===== config.mk =====
export PLATFORM = sky130hd
export DESIGN_NAME = aomq_cfg
export DESIGN_NICKNAME = d
export VERILOG_FILES = /design/src/rtl/core/aomq_pkg.sv /design/src/rtl/core/aomq_cfg.sv
export SDC_FILE = /design/constraint.sdc
export NUM_CORES = 1
export LEC_CHECK = 0
export ABC_CLOCK_PERIOD_IN_PS = 900
export CORE_MARGIN = 5
export CORE_UTILIZATION = 50
export CTS_CLUSTER_SIZE = 10
export DETAILED_ROUTE_END_ITERATION = 10
export DONT_BUFFER_PORTS = 1
export PLACE_DENSITY = 0.68
export SLEW_MARGIN = 20
export SYNTH_ARGS = -nofsm -noshare
export SYNTH_HDL_FRONTEND = slang
export SYNTH_SLANG_ARGS = --single-unit

===== constraint.sdc =====
create_clock -name i_clk -period 0.9 [get_ports i_clk]
set_input_delay 0.18 -clock i_clk [delete_from_list [all_inputs] [get_ports i_clk]]
set_output_delay 0.18 -clock i_clk [all_outputs]
set_load 0.02 [all_outputs]

===== src/rtl/core/aomq_pkg.sv =====
// ----------------------------------------------------------------------------
// Address-ordered multi-queue package
// Shared sizes, codes, command and status types for the scheduler.
// ----------------------------------------------------------------------------
package aomq_pkg;

    localparam int MAX_ITEMS  = 64;
    localparam int NUM_QUEUES = 16;
    localparam int SLOT_W     = 6;
    localparam int QID_W      = 4;
    localparam int LPA_W      = 32;
    localparam int TAG_W      = 16;
    localparam int HANDLE_W   = 16;
    localparam int CNT_W      = 7;
    localparam int KIND_W     = 3;
    localparam int STATUS_W   = 2;
    localparam int QIU_W      = 5;
    localparam int CAP_W      = 7;
    localparam int CFG_ADDR_W = 4;
    localparam int CFG_DATA_W = 32;

    localparam logic [KIND_W-1:0] KIND_ENQ  = 3'd0;
    localparam logic [KIND_W-1:0] KIND_DEQ  = 3'd1;
    localparam logic [KIND_W-1:0] KIND_REM  = 3'd2;
    localparam logic [KIND_W-1:0] KIND_MOVE = 3'd3;

    localparam logic [1:0] REG_QIU = 2'd0;
    localparam logic [1:0] REG_CAP = 2'd1;
    localparam logic [1:0] REG_LIM = 2'd2;

    typedef enum logic [STATUS_W-1:0] {
        ST_DONE   = 2'd0,
        ST_REJECT = 2'd1,
        ST_NONE   = 2'd2
    } t_status;

    typedef enum logic [3:0] {
        S_IDLE, S_CHECK, S_E2, S_E3, S_D2, S_D3, S_D4,
        S_R2, S_R3, S_R4, S_M2, S_M3, S_FIN
    } t_state;

    typedef enum logic [3:0] {
        U_NOP, U_LATCH, U_CHECK, U_ENQ_FIND, U_ENQ_WRITE, U_LOOKUP, U_ENCODE,
        U_DEQ_TAKE, U_REMOVE, U_UNLINK, U_PUSH_FRONT, U_FINISH
    } t_uop;

    typedef struct packed {
        t_uop    uop;
        logic    set_status;
        t_status status;
    } t_cmd;

    typedef struct packed {
        logic [KIND_W-1:0] kind;
        logic              qv;
        logic              occ;
        logic              full;
        logic              free_any;
        logic              slot_ok;
        logic              deq_ok;
        logic              out_busy;
    } t_dp_stat;

    typedef struct packed {
        logic [QIU_W-1:0] qiu;
        logic [CAP_W-1:0] cap;
        logic             lim;
    } t_cfg;

    // Index of the lowest set bit; zero when none is set.
    function automatic logic [SLOT_W-1:0] lowest_one(input logic [MAX_ITEMS-1:0] v);
        logic [SLOT_W-1:0] r;
        r = '0;
        for (int i = MAX_ITEMS - 1; i >= 0; i--) begin
            if (v[i]) begin
                r = SLOT_W'(i);
            end
        end
        return r;
    endfunction

endpackage


===== src/rtl/core/aomq_cfg.sv =====
// ----------------------------------------------------------------------------
// Configuration registers
// APB-style register file for queue count and capacity limit.
// ----------------------------------------------------------------------------
module aomq_cfg (
    input  logic                            i_clk,
    input  logic                            i_rst_n,
    input  logic                            psel,
    input  logic                            penable,
    input  logic                            pwrite,
    input  logic [aomq_pkg::CFG_ADDR_W-1:0] paddr,
    input  logic [aomq_pkg::CFG_DATA_W-1:0] pwdata,
    output logic [aomq_pkg::CFG_DATA_W-1:0] prdata,
    output logic                            pready,
    output aomq_pkg::t_cfg                  o_cfg
);
    import aomq_pkg::*;

    logic [QIU_W-1:0] r_qiu;
    logic [CAP_W-1:0] r_cap;
    logic             r_lim;
    logic             wr;
    logic [1:0]       idx;

    assign pready = 1'b1;
    assign wr     = psel && penable && pwrite;
    assign idx    = paddr[CFG_ADDR_W-1:2];

    always_ff @(posedge i_clk) begin
        if (!i_rst_n) begin
            r_qiu <= QIU_W'(NUM_QUEUES);
            r_cap <= CAP_W'(MAX_ITEMS);
            r_lim <= 1'b1;
        end else if (wr) begin
            case (idx)
                REG_QIU: r_qiu <= pwdata[QIU_W-1:0];
                REG_CAP: r_cap <= pwdata[CAP_W-1:0];
                REG_LIM: r_lim <= pwdata[0];
                default: ;
            endcase
        end
    end

    always_comb begin
        case (idx)
            REG_QIU: prdata = CFG_DATA_W'(r_qiu);
            REG_CAP: prdata = CFG_DATA_W'(r_cap);
            REG_LIM: prdata = CFG_DATA_W'(r_lim);
            default: prdata = '0;
        endcase
    end

    assign o_cfg = '{qiu: r_qiu, cap: r_cap, lim: r_lim};
endmodule


======== After elaboration in Yosys (flattened, before gate mapping) ========
Cells that the tools add are included.
word-level totals
  flip-flop bits (word level) ............. 13
  bits of input ports ..................... 41
cells by class
  equal/unequal tests ..................... 2
  reduce and logical (&&, ||, !) cells .... 6
  muxes and demuxes ....................... 1
operators with widths
  kind                                            number
  case mux 7 bit (3 select lines)                 1
  AND reduction 2 bit                             3
  == test 2 x 1 -> 1 bit (second input constant)  1
  == test 2 bit (second input constant)           1
  logical AND 1 bit                               2
  zero test 2 bit                                 1

======== Longest topological paths before layout ========
Gate-level depths: netlist of run 1.
  word-level depth ........................ 3
  gate-level depth with buffers ........... 4
  mapped depth without buffers ............ 3

======== Least setup slack after synthesis of run 1 ========
No wires, ideal clock.
  path type ............................... reg2out
  start ................................... reg r_cap[0]
  end ..................................... out prdata[0] (netlist name)
  data arrival time ....................... 0.910 ns
  path buffers ............................ 0
  cell stages (with the launch flop) ...... 3
  slack ................................... -0.190 ns
  cells stage by stage .................... dfxtp_1 > mux2i_1 > o22ai_1
on the way
  word-level cells in the longest chain between the ends .. 1
RTL lines
  element                          RTL line        text
  start, declared                  aomq_cfg.sv:20  logic [CAP_W-1:0] r_cap;
  start signal, assigned           aomq_cfg.sv:32  r_cap <= CAP_W'(MAX_ITEMS);
  start signal, assigned           aomq_cfg.sv:37  REG_CAP: r_cap <= pwdata[CAP_W-1:0];
  case mux 7 bit (3 select lines)  aomq_cfg.sv:45  case (idx)
  end, declared                    aomq_cfg.sv:13  output logic [aomq_pkg::CFG_DATA_W-1:0] prdata,
Every way passes these cells.

======== Final worst setup path of run 1 ========
Same ends and word-level chain as after synthesis.

==> flow_metrics.env, run 1 <==
export IMPL_holdWs_ps=39.0
export IMPL_fmax_mhz=903
export IMPL_cts_root_buf="clkbuf_4"
export IMPL_hold_viol_final=0
export IMPL_grt_max_degree=20
export IMPL_finalCritPeriodShare=1.23
export IMPL_startpoint_type="flip-flop"
export IMPL_firstDrtPassIters=3
export IMPL_ir_drop_uv=987
export IMPL_row_count=15
export IMPL_htree_levels=1
export IMPL_required_ps=720
export IMPL_start_util=0.517
export IMPL_ys_top_cells_by_area="dfxtp_1, buf_4, mux2i_1"
export IMPL_critPathSlowestCell="dfxtp_2"
export IMPL_power_internal_uw=821
export IMPL_synth_most_common_cell="buf_4"
export IMPL_crit_family="flip-flops"
export IMPL_synth_distinct_cells=22
export IMPL_synth_avg_cell_area_um2=8.73
export IMPL_vias=630
export IMPL_status="finished, violations left"
export IMPL_path_cells="mux2i_2 > o22ai_4"
export IMPL_powerDensity_mw_per_mm2=1090
export IMPL_dp_hpwl_um=1360
export IMPL_nets=160
export IMPL_first_global_vias=596
export IMPL_fp_dieW_um=51.8
export IMPL_skew_ps=0
export IMPL_synth_seq_cells=13
export IMPL_path_class="reg -> out"
export IMPL_cts_sinks=13
export IMPL_drv_slew=0
export IMPL_layout_min_cycle_time_ps=1110
export IMPL_hp_class="in -> reg"
export IMPL_drt_iter0_drc=8
export IMPL_p_sw_uw=344
export IMPL_ys_warnings_count=0
export IMPL_failed_checks="setup timing"
export IMPL_yosysTopAreaCell="dfxtp_1"
export IMPL_pwr_share_seq=0.506
export IMPL_synth_flop_cell="dfxtp_1"
export IMPL_cap_violations=0
export IMPL_gp_congestion=0.617
export IMPL_swShare=0.295
export IMPL_synth_edff_count=0
export IMPL_clock_path_buffers=2
export IMPL_grt_overflow_total=0
export IMPL_cts_tree="built"
export IMPL_max_stage_delay_ps=340
export IMPL_ioPinCount=87
export IMPL_cp_arrival_ps=930
export IMPL_antenna_found_initial=0
export IMPL_viasPerCell=4.67
export IMPL_wl_per_cell_um=13.2
export IMPL_synth_common_cells="buf_4, mux2i_1, nand2_1"
export IMPL_path_max_fanout=2
export IMPL_synth_seq_area_share=0.298
export IMPL_grt_pass1_wl_um=2750
export IMPL_power_leakage_uw=0.000475
export IMPL_p_clk_frac=0.303
export IMPL_syn2layout_area_growth_pct=22.2
export IMPL_wirelength_um=1790
export IMPL_syn_inst=100
export IMPL_cts_buffers=3
export IMPL_drcViolationCount=0
export IMPL_die_h_um=51.8
export IMPL_critPathBufInv=0
export IMPL_utilization=0.632
export IMPL_clock_latency_ps=270
export IMPL_placeableCoreArea_mm2=0.00169
export IMPL_setup_violations=15
export IMPL_io_buffers=0
export IMPL_endpoint_kind="output port"
export IMPL_netlist_area_um2=873
export IMPL_final_antenna_net_count=0
export IMPL_clk_pin_slew_worst_paths_ps=80
export IMPL_rsz0062_at_grt="true"
export IMPL_die_area_mm2=0.00268
export IMPL_synth_top_area_frac=0.298
export IMPL_pre_cts_ws_ps=-34.5
export IMPL_layout_drive_gt1_share=0.424
export IMPL_fin_ws_ps=-207
export IMPL_antenna_cells=0
export IMPL_grt_usage=0.137
export IMPL_comb_power_share=0.191
export IMPL_async_reset_ff_frac=0
## power groups by stage
stage | Combinational, µW | Sequential, µW | Clock (µW)
after CTS | 213 | 590 | 383
after detailed placement | 199 | 601 | 0
after global routing | 238 | 592 | 418
after global placement | 197 | 601 | 0
after floorplan | 284 | 612 | 0
final | 222 | 590 | 353
## path summary, 6_finish.rpt
path / from / end / slack [ps] / cells past startpoint
worst max-delay path: r_cap[0] / prdata[0] / -210 / 2
worst max register to register: r_cap[6] / r_cap[6] / 70 / 4
worst min-delay path: pwdata[4] / r_cap[4] / 40 / 2
worst min register to register: r_cap[4] / r_cap[4] / 590 / 3
## metrics by stage
stage / total power (µW) / TNS, ps / cells / instance area, µm²
final: 1170 / -1640 / 135 / 1070
after global routing: 1250 / -2610 / 135 / 1070
after CTS: 1190 / -1720 / 132 / 1020
after detailed placement: 800 / -184 / 126 / 913
after global placement: 798 / 0 / 126 / 913
after floorplan: 896 / -4.11 / 124 / 1010
## state kept, by name (all words and copies together) (netlist names)
register and count:
r_cap 7, r_qiu 5, r_lim 1
## layout by cell type (no fill, tap or decap), drive strengths merged, types with 2 or more instances in the layout
cell type  netlist  routed
buf             31      21
inv              3       3
nand2           16      16
clkbuf           1       4
nor2b            2       2
nor2             4       4
and3b            2       2
dfxtp           13      13
conb             2      26
mux2i           16      16
## cell families after synthesis
logic type	after synthesis	share of synthesized area
AO/OA/AOI/OAI	5	0.0401
buffers and inverters	35	0.282
other	2	0.00860
flip-flops	13	0.298
multiplexers	16	0.183
AND/OR/NAND/NOR	29	0.188
## timing repair
| action | CTS | global route |
|---|---|---|
| endpoints found under the setup margin | 20 | 20 |
| pin swaps | 6 | 3 |
| endpoints found under the hold margin | 2 | 0 |
| hold buffers | 1 | 0 |
| buffers inserted | 1 | 3 |
| gates resized for setup | 17 | 7 |
## per-layer routing
metal | share of wire | vias to the layer above | GRT usage
met5 | 0 | - | 0
met4 | 0.0056 | 0 | 0.0393
met3 | 0.10 | 2 | 0.0659
met2 | 0.50 | 28 | 0.222
met1 | 0.39 | 287 | 0.158
li1 | - | 313 | -
## layout make-up
type                            instances  area (µm²)
Clock buffer                            4        26.3
Timing Repair Buffer                   22         231
Fill cell                             170         622
Multi-Input combinational cell         76         500
Inverter                                3        11.3
Tap cell                               17        21.3
Sequential cell                        13         277
Power figures use the tool's default switching activity.
==> inputs of run 2 (changes only) <==
--- a/config.mk
+++ b/config.mk
@@ -5,13 +5,13 @@
 export SDC_FILE = /design/constraint.sdc
 export NUM_CORES = 1
 export LEC_CHECK = 0
-export ABC_CLOCK_PERIOD_IN_PS = 900
+export ABC_CLOCK_PERIOD_IN_PS = 1100
 export CORE_MARGIN = 5
 export CORE_UTILIZATION = 50
 export CTS_CLUSTER_SIZE = 10
 export DETAILED_ROUTE_END_ITERATION = 10
 export DONT_BUFFER_PORTS = 1
-export PLACE_DENSITY = 0.68
+export SKIP_CTS_REPAIR_TIMING = 1
 export SLEW_MARGIN = 20
 export SYNTH_ARGS = -nofsm -noshare
 export SYNTH_HDL_FRONTEND = slang
==> constraint.sdc (replaced) <==
create_clock -name i_clk -period 1.1 [get_ports i_clk]
set_input_delay 0.22 -clock i_clk [delete_from_list [all_inputs] [get_ports i_clk]]
set_output_delay 0.22 -clock i_clk [all_outputs]
set_load 0.02 [all_outputs]
==> flow_metrics.env, run 2 (same netlist as run 1, synthesis figures left out) <==
export IMPL_clock_latency_ps=260
export IMPL_fillCellCount=171
export IMPL_skew_ps=0
export IMPL_path_cells="mux2i_1 > nor2_1 > buf_4"
export IMPL_regMostFlops="r_cap"
export IMPL_row_count=15
export IMPL_cap_violations=0
export IMPL_layout_min_cycle_time_ps=1150
export IMPL_crit_end="prdata[3]"
export IMPL_final_antenna_net_count=0
export IMPL_rsz0062_at_grt="true"
export IMPL_max_stage_delay_ps=320
export IMPL_fmax_mhz=870
export IMPL_nets=160
export IMPL_worstRegToRegCells=3
export IMPL_endpoint_kind="output port"
export IMPL_cts_root_buf="clkbuf_4"
export IMPL_drv_slew=0
export IMPL_grt_max_degree=21
export IMPL_pre_cts_ws_ps=62.5
export IMPL_required_ps=880
export IMPL_mostFrequentLayoutCells="conb_1, buf_4, nand2_1, mux2i_1, dfxtp_2"
export IMPL_die_h_um=51.8
export IMPL_multi_input_area_um2=483
export IMPL_path_depth=3
export IMPL_powerDensity_mw_per_mm2=952
export IMPL_clk_pin_slew_worst_paths_ps=80
export IMPL_power_leakage_uw=0.000464
export IMPL_antenna_found_initial=0
export IMPL_firstDrtPassIters=2
export IMPL_hold_viol_final=0
export IMPL_drcViolationCount=0
export IMPL_path_class="reg -> out"
export IMPL_fp_dieW_um=51.8
export IMPL_critPathSlowestCell="dfxtp_2"
export IMPL_cts_buffers=3
export IMPL_syn2layout_area_growth_pct=12.6
export IMPL_drt_iter0_drc=7
export IMPL_io_buffers=0
export IMPL_fin_ws_ps=-49.1
export IMPL_start_util=0.517
export IMPL_finalCritPeriodShare=1.04
export IMPL_p_total_uw=936
export IMPL_wl_per_cell_um=12.2
export IMPL_cp_arrival_ps=930
export IMPL_rr_startpoint="r_lim"
export IMPL_cts_tree="built"
export IMPL_r2r_end="r_lim"
export IMPL_status="finished, violations left"
export IMPL_die_area_mm2=0.00268
export IMPL_vias=620
export IMPL_fin_tns_setup_ps=-143
export IMPL_crit_family="flip-flops"
export IMPL_ioPinCount=87
export IMPL_grt_usage=0.128
export IMPL_layout_drive_gt1_share=0.373
export IMPL_ir_drop_uv=828
export IMPL_cp_startpoint="r_cap[3]"
export IMPL_utilization=0.582
export IMPL_clock_path_buffers=2
export IMPL_antenna_cells=0
export IMPL_holdWs_ps=45.3
export IMPL_reg_largest_list="r_cap x7, r_qiu x5, r_lim x1"
export IMPL_r2r_setup_slack_ps=280
export IMPL_gp_congestion=0.724
export IMPL_cts_sinks=13
export IMPL_hp_class="in -> reg"
export IMPL_mostFrequentLayoutCell="conb_1"
export IMPL_viasPerCell=4.59
export IMPL_critPathBufInv=1
export IMPL_largest_reg_flops=7
export IMPL_dp_hpwl_um=1310
export IMPL_failed_checks="setup timing"
export IMPL_ff_latch_area_um2=273
export IMPL_grt_pass1_wl_um=2590
export IMPL_first_global_vias=601
export IMPL_placeableCoreArea_mm2=0.00169
export IMPL_path_max_fanout=2
export IMPL_wirelength_um=1650
export IMPL_htree_levels=1
export IMPL_grt_overflow_total=0
export IMPL_setup_violations=5
export IMPL_startpoint_type="flip-flop"
==> run 2: changes by cell type in the layout (fill, tap and decap cells not counted), sizes merged <==
cell and delta:
buf +1, dlygate4sd3 -1
==> run 2: metrics by stage <==
| stage | std cells | cell area [µm²] |
|---|---|---|
| floorplan | 124 | 970 |
| global placement | 130 | 913 |
| detailed placement | 130 | 913 |
| CTS | 134 | 940 |
| global route | 135 | 983 |
| finish | 135 | 983 |
==> run 2: power by group <==
| group | switching [µW] | internal, µW |
|---|---|---|
| Sequential | 3.94 | 478 |
| Clock | 144 | 140 |
| Combinational | 125 | 45.8 |
| Total | 273 | 663 |
==> run 2: worst min-delay path by stage <==
stage                         start       end  slack, ps  cells after the start
after detailed placement    i_rst_n  r_qiu[4]        320                      1
after floorplan           pwdata[5]  r_cap[5]        360                      2
after global routing        i_rst_n  r_qiu[4]         50                      1
final                       i_rst_n  r_qiu[4]         50                      1
after global placement      i_rst_n  r_qiu[4]        310                      1
after CTS                   i_rst_n  r_qiu[4]         30                      1
==> run 2: cell type report <==
cell class | count | area share
sequential | 13 | 0.277
tap | 17 | 0.0216
inverter | 3 | 0.0115
clock buffer | 4 | 0.0267
multi-input combinational | 76 | 0.491
timing repair buffer | 22 | 0.172
==> run 2: metal layers <==
metal,track usage,routed length [µm]
met5,0,0
met4,0.0524,13
met3,0.0516,203
met2,0.218,831
met1,0.140,604
==> run 2: worst register-to-register path, cell delays in order (launching register included) <==
cell and delay (ps):
dfxtp_2 330, buf_4 150, o21ai_0 70, o311ai_0 140
