**src/rtl/core/aomq_pkg.sv**
```systemverilog
// ----------------------------------------------------------------------------
// Address-ordered multi-queue package
// Shared sizes, codes, command and status types for the scheduler.
// ----------------------------------------------------------------------------
package aomq_pkg;

    localparam int MAX_ITEMS  = 64;
    localparam int NUM_QUEUES = 16;
    localparam int SLOT_W     = 6;
    localparam int QID_W      = 4;
    localparam int LPA_W      = 32;
    localparam int TAG_W      = 16;
    localparam int HANDLE_W   = 16;
    localparam int CNT_W      = 7;
    localparam int KIND_W     = 3;
    localparam int STATUS_W   = 2;
    localparam int QIU_W      = 5;
    localparam int CAP_W      = 7;
    localparam int CFG_ADDR_W = 4;
    localparam int CFG_DATA_W = 32;

    localparam logic [KIND_W-1:0] KIND_ENQ  = 3'd0;
    localparam logic [KIND_W-1:0] KIND_DEQ  = 3'd1;
    localparam logic [KIND_W-1:0] KIND_REM  = 3'd2;
    localparam logic [KIND_W-1:0] KIND_MOVE = 3'd3;

    localparam logic [1:0] REG_QIU = 2'd0;
    localparam logic [1:0] REG_CAP = 2'd1;
    localparam logic [1:0] REG_LIM = 2'd2;

    typedef enum logic [STATUS_W-1:0] {
        ST_DONE   = 2'd0,
        ST_REJECT = 2'd1,
        ST_NONE   = 2'd2
    } t_status;

    typedef enum logic [3:0] {
        S_IDLE, S_CHECK, S_E2, S_E3, S_D2, S_D3, S_D4,
        S_R2, S_R3, S_R4, S_M2, S_M3, S_FIN
    } t_state;

    typedef enum logic [3:0] {
        U_NOP, U_LATCH, U_CHECK, U_ENQ_FIND, U_ENQ_WRITE, U_LOOKUP, U_ENCODE,
        U_DEQ_TAKE, U_REMOVE, U_UNLINK, U_PUSH_FRONT, U_FINISH
    } t_uop;

    typedef struct packed {
        t_uop    uop;
        logic    set_status;
        t_status status;
    } t_cmd;

    typedef struct packed {
        logic [KIND_W-1:0] kind;
        logic              qv;
        logic              occ;
        logic              full;
        logic              free_any;
        logic              slot_ok;
        logic              deq_ok;
        logic              out_busy;
    } t_dp_stat;

    typedef struct packed {
        logic [QIU_W-1:0] qiu;
        logic [CAP_W-1:0] cap;
        logic             lim;
    } t_cfg;

    // Index of the lowest set bit; zero when none is set.
    function automatic logic [SLOT_W-1:0] lowest_one(input logic [MAX_ITEMS-1:0] v);
        logic [SLOT_W-1:0] r;
        r = '0;
        for (int i = MAX_ITEMS - 1; i >= 0; i--) begin
            if (v[i]) begin
                r = SLOT_W'(i);
            end
        end
        return r;
    endfunction

endpackage

```
**src/rtl/core/aomq_ctrl.sv**
```systemverilog
// ----------------------------------------------------------------------------
// Scheduler controller
// Sequences each operation through the datapath steps.
// ----------------------------------------------------------------------------
module aomq_ctrl (
    input  logic               i_clk,
    input  logic               i_rst_n,
    input  logic               i_in_valid,
    output logic               o_in_ready,
    input  aomq_pkg::t_dp_stat i_stat,
    output aomq_pkg::t_cmd     o_cmd
);
    import aomq_pkg::*;

    t_state r_state;
    t_state n_state;

    always_ff @(posedge i_clk) begin
        if (!i_rst_n) begin
            r_state <= S_IDLE;
        end else begin
            r_state <= n_state;
        end
    end

    always_comb begin
        n_state = r_state;
        case (r_state)
            S_IDLE: begin
                if (i_in_valid) begin
                    n_state = S_CHECK;
                end
            end
            S_CHECK: begin
                n_state = S_FIN;
                case (i_stat.kind)
                    KIND_ENQ: begin
                        if (i_stat.qv && !i_stat.full && i_stat.free_any) begin
                            n_state = S_E2;
                        end
                    end
                    KIND_DEQ: begin
                        if (i_stat.qv && i_stat.occ) begin
                            n_state = S_D2;
                        end
                    end
                    KIND_REM: begin
                        if (i_stat.slot_ok) begin
                            n_state = S_R2;
                        end
                    end
                    KIND_MOVE: begin
                        if (i_stat.qv && i_stat.slot_ok) begin
                            n_state = S_M2;
                        end
                    end
                    default: ;
                endcase
            end
            S_E2:    n_state = S_E3;
            S_E3:    n_state = S_FIN;
            S_D2:    n_state = S_D3;
            S_D3:    n_state = S_D4;
            S_D4:    n_state = S_FIN;
            S_R2:    n_state = S_R3;
            S_R3:    n_state = S_R4;
            S_R4:    n_state = S_FIN;
            S_M2:    n_state = S_M3;
            S_M3:    n_state = S_FIN;
            S_FIN: begin
                if (!i_stat.out_busy) begin
                    n_state = S_IDLE;
                end
            end
            default: n_state = S_IDLE;
        endcase
    end

    always_comb begin
        o_cmd      = '{uop: U_NOP, set_status: 1'b0, status: ST_DONE};
        o_in_ready = 1'b0;
        case (r_state)
            S_IDLE: begin
                o_in_ready = 1'b1;
                if (i_in_valid) begin
                    o_cmd = '{uop: U_LATCH, set_status: 1'b1, status: ST_DONE};
                end
            end
            S_CHECK: begin
                o_cmd.uop = U_CHECK;
                case (i_stat.kind)
                    KIND_ENQ: begin
                        if (!i_stat.qv || i_stat.full || !i_stat.free_any) begin
                            o_cmd.set_status = 1'b1;
                            o_cmd.status     = ST_REJECT;
                        end
                    end
                    KIND_DEQ: begin
                        o_cmd.set_status = !i_stat.qv || !i_stat.occ;
                        o_cmd.status     = !i_stat.qv ? ST_REJECT : ST_NONE;
                    end
                    KIND_REM: begin
                        o_cmd.set_status = !i_stat.slot_ok;
                        o_cmd.status     = ST_NONE;
                    end
                    KIND_MOVE: begin
                        o_cmd.set_status = !i_stat.qv || !i_stat.slot_ok;
                        o_cmd.status     = !i_stat.qv ? ST_REJECT : ST_NONE;
                    end
                    default: begin
                        o_cmd.set_status = !i_stat.qv;
                        o_cmd.status     = ST_REJECT;
                    end
                endcase
            end
            S_E2:    o_cmd.uop = U_ENQ_FIND;
            S_E3:    o_cmd.uop = U_ENQ_WRITE;
            S_D2:    o_cmd.uop = U_LOOKUP;
            S_D3:    o_cmd.uop = U_ENCODE;
            S_D4: begin
                o_cmd.uop        = U_DEQ_TAKE;
                o_cmd.set_status = !i_stat.deq_ok;
                o_cmd.status     = ST_NONE;
            end
            S_R2:    o_cmd.uop = U_LOOKUP;
            S_R3:    o_cmd.uop = U_ENCODE;
            S_R4:    o_cmd.uop = U_REMOVE;
            S_M2:    o_cmd.uop = U_UNLINK;
            S_M3:    o_cmd.uop = U_PUSH_FRONT;
            S_FIN: begin
                if (!i_stat.out_busy) begin
                    o_cmd.uop = U_FINISH;
                end
            end
            default: ;
        endcase
    end
endmodule

```
**config.mk**
```make
export PLATFORM = sky130hd
export DESIGN_NAME = aomq_ctrl
export DESIGN_NICKNAME = d
export VERILOG_FILES = /design/src/rtl/core/aomq_pkg.sv /design/src/rtl/core/aomq_ctrl.sv
export SDC_FILE = /design/constraint.sdc
export NUM_CORES = 1
export LEC_CHECK = 0
export ABC_AREA = 0
export BUFFER_PORTS_ARGS = -buffer_cell sky130_fd_sc_hd__buf_2
export CORE_AREA = 2 2 39 41
export DETAILED_ROUTE_END_ITERATION = 10
export DIE_AREA = 0 0 41 43
export PLACE_DENSITY = 0.68
export SETUP_SLACK_MARGIN = 0.15
export SKIP_CTS_REPAIR_TIMING = 1
export SYNTH_ARGS = -nofsm -noshare
export SYNTH_HDL_FRONTEND = slang
export SYNTH_SLANG_ARGS = --single-unit
```
**constraint.sdc**
```tcl
create_clock -name i_clk -period 1.5 [get_ports i_clk]
set_input_delay 0.3 -clock i_clk [delete_from_list [all_inputs] [get_ports i_clk]]
set_output_delay 0.3 -clock i_clk [all_outputs]
set_load 0.01 [all_outputs]
```
**After elaboration in Yosys (flattened, before gate mapping)**

Cells that the tools add are included.
Widths: inputs -> output; s select.

- Register bits after elaboration: 4
- Latch bits: 0
- RAM bits: 0
- Bits in read-only memories: 0
- Bits of input ports: 13
- Output and inout port bits: 8
- Logic and storage cells: 54
- Memories: 0

- Add/sub/neg operators: 0
- Multipliers: 0
- Divide/modulo/power cells: 0
- Magnitude comparators: 0
- Equality and inequality tests: 17
- Shift operators: 0
- Multiplexer cells: 16
- Bitwise operators: 0
- Reductions and logical operators: 20

Operators by type and width:

| operator | count |
|---|---|
| $pmux 4 s11 | 1 |
| $pmux 4 s10 | 1 |
| $mux 4 | 7 |
| $eq 4x4->1 const B | 5 |
| $eq 4x3->1 const B | 4 |
| $pmux 4 s4 | 1 |
| $pmux 3 s4 | 1 |
| $pmux 3 s3 | 1 |
| $eq 4x2->1 const B | 2 |
| $eq 3x2->1 const B | 2 |
| $logic_not 1->1 | 6 |
| $mux 3 | 2 |
| $eq 4x1->1 const B | 1 |
| $logic_and 1x1->1 | 4 |
| $logic_not 4->1 | 1 |
| $logic_or 1x1->1 | 4 |
| $ne 2x2->1 const B | 2 |
| $reduce_or 2->1 | 2 |
| $reduce_or 4->1 | 1 |
| $eq 3x1->1 const B | 1 |
| $logic_not 3->1 | 1 |
| $mux 2 | 1 |
| $reduce_and 2->1 | 1 |
| $mux 1 | 1 |

**Depth between registers and ports, before layout**

Gate-level depths: netlist (run 1).

- Word-level depth: 6
- Mapped depth: 5

**Worst setup path after synthesis (run 1)**

Ideal clock, no wire load.

- Path kind: register to output
- From: register r_state[1]
- To: output o_cmd[1] (netlist name)
- Arrival time: 1.099 ns
- Required time: 1.200 ns
- Path slack: 0.101 ns
- Cell stages (with the launch flop): 5
- Buffers on the path: 1
- Path through: dfxtp_1 buf_2 nand2_1 or2_2 a21oi_1

RTL lines:

| item | RTL line | text |
|---|---|---|
| start: declaration | aomq_ctrl.sv:15 | `t_state r_state;` |
| start signal: assignment | aomq_ctrl.sv:22 | `r_state <= n_state;` |
| end: declaration | aomq_ctrl.sv:11 | `output aomq_pkg::t_cmd o_cmd` |

==> metrics.cfg, run 1 <==
[global_route]
met1_usage_pct = 28.06
grt_start_max_net_pins = 12
overflow = 0
use_met2_pct = 25.00
grt_pass1_vias = 568
antenna_found_initial = 0
track_usage_pct = 18.29
met3_usage_pct = 1.571
top_usage_layer = met1
grt_pass1_wl_um = 2277

[logic_synthesis]
netlist_instances = 81
synth-xor-area-share_pct = 0
syn_nets = 94
yosys.area.top_type = dfxtp_1
synth_ff_type = dfxtp_1
netlist_top_cells_count = a21oi_1 (10), nor2_1 (9), nor2b_1 (8)
yosysTopAreaCellShare_pct = 15.02
synth.area.mux_share_pct = 1.878
async_flop_share_pct = 0
netlist_area_um2 = 533.0
yosysUniqueCellTypes = 30
yosysMostFrequentCell = a21oi_1
synth_top_family_by_area = compound AO/OA/AOI/OAI gates
yosysSeqAreaShare_pct = 15.02
synth_edf_count = 0
avgSynthCellArea_um2 = 6.580
synth_compound_area_share_pct = 40.85
yosysWarnings = 0
synth_fa_ha_area_share_pct = 0
ys_ff_latch = 4
netlist_top_cells_area = dfxtp_1 (15%), a21oi_1 (9.4%), nor2b_1 (9.4%), o21ai_0 (6.6%), nor2_1 (6.3%)
synthSimpleGateAreaFrac_pct = 35.68

[final_layout]
antennaDiodeCount = 0
largestRegisters = r_state (4)
largest_reg_flops = 4
final_cells = 132
final_nets = 131
syn_to_final_growth_pct = 69.48
nFillCells = 129
top_register = r_state
drive_above_1_share_pct = 56.03

[floorplanning]
rows = 14
start_util_pct = 38.52
die_w_um = 41
core_area_um2 = 1384
io_pins = 21
die-area_um2 = 1763
fp.dieH_um = 43

[min_path]
worstHoldStart = i_rst_n
min_path_type = input port to flop

[sta]
clock_skew_ns = 0.002890
hold_viol = 0
setup_viol = 3
fin_setup_tns_ns = -0.05607
fin_hold_ws_ns = 0.3329
setup_ws_ns = -0.02427
fin_crit_sh_pct = 101.6
post-route-min-period_ns = 1.524
max_slew_margin_pct = 84.44
worst_pin_slew_ns = 0.2312
maxSlewViolCount = 0
rsz0062_at_grt = yes
clock.fmax_mhz = 656.1

[drt]
vias_per_cell = 5.879
drc = 0
drtIter0Drc = 46
drtAntennaViolNets = 0
first_pass_iters = 4
dr_total_vias = 776
drt-wirelength-per-cell_um = 14.08
wirelength_um = 1858

[worst_setup_path]
cp-start-kind = flop
crit_required_ns = 1.20
path_max_fanout = 6
worstSetupStartpoint = r_state[0]
endpoint_kind = output port
r2r-start = r_state[3]
r2r_end = r_state[0]
setup.worst_path.class = flop to output port
reg2reg_slack_ns = 0.08
path_cells = buf_6, nor2_2, buf_4, nor2_1, o21a_1, buf_2
max_stage_delay_ns = 0.35
arrival_ns = 1.22
r2r_cells = 5
endpoint = o_cmd[6]
crit_slowest_cell = dfxtp_4

[power_and_ir_drop]
p_int_uw = 921.1
powerDensity_nw_per_um2 = 1861
p_sw_share_pct = 45.21
peakVddDrop_mv = 1.255
clkPwrFrac_pct = 7.5
switchingPower_uw = 760.1
power.leakage_uw = 0.0004034
p_comb_share_pct = 76.3
p_seq_share_pct = 16.2

[place]
numPortBuffers = 20
dp.cells = 125
gp_congestion = 0.8459
dp_slack_ns = -0.05042
hpwlAfterDp_um = 1179

[clocking]
clockBufferDepth = 2
htree_levels = 1
clk-insertion-delay-late_ns = 0.23
cts.sinks = 4
numCtsBuffers = 3
clkSlewWorstSetupHoldPaths_ns = 0.04
tritoncts = done
cts-root-buf = clkbuf_4

[run_status]
outcome = finished with violations
violations = negative setup slack

[run]
cap_violations = 0

-- worst max-delay path: cells and delay by family (launching register included) --
family,cells,cell delay (ns)
simple gates,2,0.12
flops,1,0.35
compound gates,1,0.16
buf+inv,3,0.38
-- metrics by stage --
stage	area [um^2]	utilization, %	total power, uW
floorplan	539.3	-	782.9
global placement	730.7	52.80	1149
detailed placement	730.7	52.80	1159
CTS	753.2	54.43	1298
global route	903.4	65.28	1800
finish	903.4	65.28	1681
-- placed cells by master, fill, tap and decap left out, drive strengths merged, types with 2 or more instances in the layout --
master,n
buf,37
nor2,9
o32ai,2
nand3b,2
o21a,3
a21boi,2
a22o,2
clkbuf,3
inv,3
o21ai,7
nor3,4
nand2,6
dfxtp,4
a21oi,10
nor2b,9
-- power by group through the flow --
stage          combinational [uW]  sequential (uW)  clock, uW
2_1_floorplan                 590              193          0
3_3_place_gp                  927              222          0
3_5_place_dp                  938              221          0
6_report                     1280              272        126
5_1_grt                      1380              280        141
4_1_cts                       939              222        137
-- worst min-delay path by stage --
| stage | to | slack (ns) | depth (start not counted) |
|---|---|---|---|
| 5_1_grt | r_state[3] | 0.33 | 2 |
| 2_1_floorplan | r_state[3] | 0.42 | 1 |
| 3_5_place_dp | r_state[3] | 0.56 | 2 |
| 4_1_cts | r_state[3] | 0.32 | 2 |
| 3_3_place_gp | r_state[1] | 0.56 | 2 |
| 6_report | r_state[1] | 0.33 | 2 |
-- layout make-up --
class	count	area [um^2]	area share [%]
Sequential cell	4	95.09	10.53
Tap cell	16	20.02	2.216
Multi-Input combinational cell	69	508.0	56.23
Timing Repair Buffer	37	246.5	27.29
Clock buffer	3	22.52	2.493
Inverter	3	11.26	1.247
-- per-layer routing --
metal / part of all wire [%] / routed length, um
met4: 0.11 / 2
met5: 0 / 0
met2: 53 / 988
met1: 40 / 741
met3: 6.8 / 126
-- cell families after synthesis --
| kind of cell | Yosys count |
|---|---|
| buffers and inverters | 8 |
| AO/OA/AOI/OAI | 32 |
| multiplexers | 1 |
| flip-flops | 4 |
| AND/OR/NAND/NOR | 36 |
(Power assumes the default switching activity.)
==> run 2, diff against run 1 <==
- ABC_AREA: 0 -> 1
- CORE_AREA: 2 2 39 41 -> not set
- CORE_MARGIN: not set -> 1.5
- CORE_UTILIZATION: not set -> 42
- DIE_AREA: 0 0 41 43 -> not set
- PLACE_DENSITY: 0.68 -> 0.75
- clock period: 1.5 -> 1.2 ns (I/O delays scaled with it)
==> run 2 against run 1 <==
  * The run still ends with negative setup slack left
  * Sequential share of layout area decreased by 1.7 points
  * Clock power increased by 48%
  * Routed wire length increased by 9.7%
  * Clock-buffer cell count increased by 1
  * Critical path depth increased by 2
  * Die area decreased by 9.2%
  * Clock skew increased by 0.0028 ns
  * Register-to-register slack got worse by 0.07 ns
  * First-iteration DRC count decreased by 54%
  * Total power increased by 50%
  * Area after synthesis increased by 8.0%
  * Final area increased by 16%
  * Critical path type unchanged
  * Largest cell class unchanged
  * Largest power group unchanged
==> metrics.cfg, run 2 <==
[logic_synthesis]
yosys.area.top_type = nand2_1
avgSynthCellArea_um2 = 5.699  ; -13%
yosysMostFrequentCell = nand2_1
yosysSeqAreaShare_pct = 13.91  ; -1.1 points
netlist_instances = 101  ; +25%
ys_ff_latch = 4  ; unchanged
yosysTopAreaCellShare_pct = 15.00  ; -0.023 points
yosysWarnings = 0  ; unchanged
netlist_top_cells_count = nand2_1 (23), inv_1 (14), inv_2 (8)
netlist_area_um2 = 575.6  ; +8.0%
yosysUniqueCellTypes = 22  ; -27%
netlist_top_cells_area = nand2_1 (15%), dfxtp_1 (14%), inv_1 (9.1%), nand3_1 (6.1%), nor2_2 (5.4%)
synth_edf_count = 0  ; unchanged
synth_ff_type = dfxtp_1
async_flop_share_pct = 0  ; unchanged
syn_nets = 114  ; +21%

[place]
gp_congestion = 0.7912  ; -6.5%
hpwlAfterDp_um = 1487  ; +26%
numPortBuffers = 20  ; unchanged
dp_slack_ns = -0.1468  ; -0.09640 ns
dp.cells = 167  ; +34%
place_area_um2 = 953.4  ; +30%

[sta]
hold_viol = 0  ; unchanged
setup_ws_ns = -0.3526  ; -0.3283 ns
rsz0062_at_grt = yes
setup_viol = 8  ; +5
fin_crit_sh_pct = 129.4
post-route-min-period_ns = 1.553
maxSlewViolCount = 0  ; unchanged
clock_skew_ns = 0.005683  ; +0.002793 ns
max_slew_margin_pct = 84.63  ; +0.18 points
worst_pin_slew_ns = 0.2282  ; -0.002998 ns
clock.fmax_mhz = 644.1

[drt]
drtIter0Drc = 21  ; -54%
vias_per_cell = 5.163  ; -12%
wirelength_um = 2039  ; +9.7%
drc = 0  ; unchanged
drtAntennaViolNets = 0  ; unchanged
drt-wirelength-per-cell_um = 11.85  ; -16%
dr_total_vias = 888  ; +14%
first_pass_iters = 4  ; unchanged

[clocking]
numCtsBuffers = 3  ; unchanged
cts-root-buf = clkbuf_4
clkSlewWorstSetupHoldPaths_ns = 0.04  ; about the same
tritoncts = done
htree_levels = 1  ; unchanged
cts.sinks = 4  ; unchanged
clk-insertion-delay-late_ns = 0.24  ; about the same
clockBufferDepth = 2  ; unchanged

[global_route]
track_usage_pct = 25.03  ; +6.7 points
grt_pass1_wl_um = 2746  ; +21%
overflow = 0  ; unchanged
antenna_found_initial = 0  ; unchanged
grt_pass1_vias = 739  ; +30%
grt_start_max_net_pins = 7  ; -5

[worst_setup_path]
max_stage_delay_ns = 0.34  ; about the same
endpoint_kind = output port
cp_top_family = flip-flops
crit_slowest_cell = dfxtp_2
path_max_fanout = 4  ; -2
crit_required_ns = 0.96  ; -0.24 ns
arrival_ns = 1.31  ; +0.09 ns
path_cells = nor2_4, inv_4, nor2_8, inv_2, a21oi_2, o21ai_1, nand3_1, buf_2
cp-start-kind = flop
setup.worst_path.class = flop to output port
crit_buf_inv = 3  ; unchanged

[final_layout]
drive_above_1_share_pct = 57.96  ; +1.9 points
layout_commonest_cell = buf_4
fin_area_um2 = 1046  ; +16%
largest_reg_flops = 4  ; unchanged
top_register = r_state
largestRegisters = r_state (4)
antennaDiodeCount = 0  ; unchanged
final_cells = 172  ; +30%
syn_to_final_growth_pct = 81.74
final_nets = 171  ; +31%
mostFrequentLayoutCells = buf_4 (29), nand2_1 (21), buf_2 (19)
fin_util_pct = 81.40  ; +16 points

[power_and_ir_drop]
p_comb_share_pct = 78.7  ; +2.4 points
peakVddDrop_mv = 0.9568  ; -24%
switchingPower_uw = 1235  ; +62%
clkPwrFrac_pct = 7.4  ; about the same
p_sw_share_pct = 48.92  ; +3.7 points
p_int_uw = 1289  ; +40%
power.leakage_uw = 0.0005631  ; +40%
p_seq_share_pct = 13.9  ; -2.3 points
powerDensity_nw_per_um2 = 2413  ; +30%

[floorplanning]
io_pins = 21  ; unchanged
die-area_um2 = 1602  ; -9.2%
core_area_um2 = 1285  ; -7.1%
die_w_um = 40.02  ; -2.4%
rows = 13  ; -1
fp.dieH_um = 40.02  ; -6.9%
start_util_pct = 44.79  ; +6.3 points

[run_status]
outcome = finished with violations
violations = negative setup slack

[run]
cap_violations = 0  ; unchanged

[min_path]
min_path_type = input port to flop

## run 2: routing by layer
layer  GRT usage (%)  part of all wire [%]
met2           50.00                    53
met4           7.759                   2.3
met1           23.76                    40
met5               0                     0
met3           7.222                   4.9
## run 2: tightest hold or removal path, stage by stage
cell and delay (ns):
buf_2 0.10, nand2_1 0.06, inv_1 0.05
## run 2: worst paths after layout
path / slack, ns / cells after the start / to / from
worst min register to register: 0.74 / 4 / r_state[2] / r_state[0]
worst min-delay path: 0.24 / 3 / r_state[2] / i_rst_n
worst max-delay path: -0.35 / 8 / o_cmd[2] / r_state[3]
worst max register to register: 0.01 / 8 / r_state[2] / r_state[2]
## run 2: cells by family (layout without fill, tap and decap cells)
logic type / Yosys count / in the layout / synth area share, %
flip-flops: 4 / 4 / 13.91
buffers and inverters: 22 / 78 / 14.35
AND/OR/NAND/NOR: 54 / 54 / 49.56
AO/OA/AOI/OAI: 21 / 21 / 22.17
## run 2: power groups by stage
stage / clock (uW) / combinational, uW / sequential (uW)
2_1_floorplan: 0 / 906 / 297
3_3_place_gp: 0 / 1640 / 299
3_5_place_dp: 0 / 1690 / 300
4_1_cts: 189 / 1720 / 300
5_1_grt: 201 / 2140 / 356
6_report: 187 / 1990 / 350
## run 2: final cells by class
class	instances	area [um^2]
Sequential cell	4	92.59
Multi-Input combinational cell	75	460.4
Clock buffer	4	26.28
Tap cell	15	18.77
Fill cell	86	239.0
Timing Repair Buffer	52	357.8
Inverter	22	90.09
## run 2: through the flow
stage | power [uW] | TNS, ns | hold WS (ns)
floorplan | 1204 | 0 | 0.3376
global placement | 1941 | -0.2876 | 0.4538
detailed placement | 1994 | -0.4532 | 0.4583
CTS | 2208 | -2.248 | 0.2179
global route | 2695 | -2.631 | 0.2432
finish | 2524 | -2.030 | 0.2376
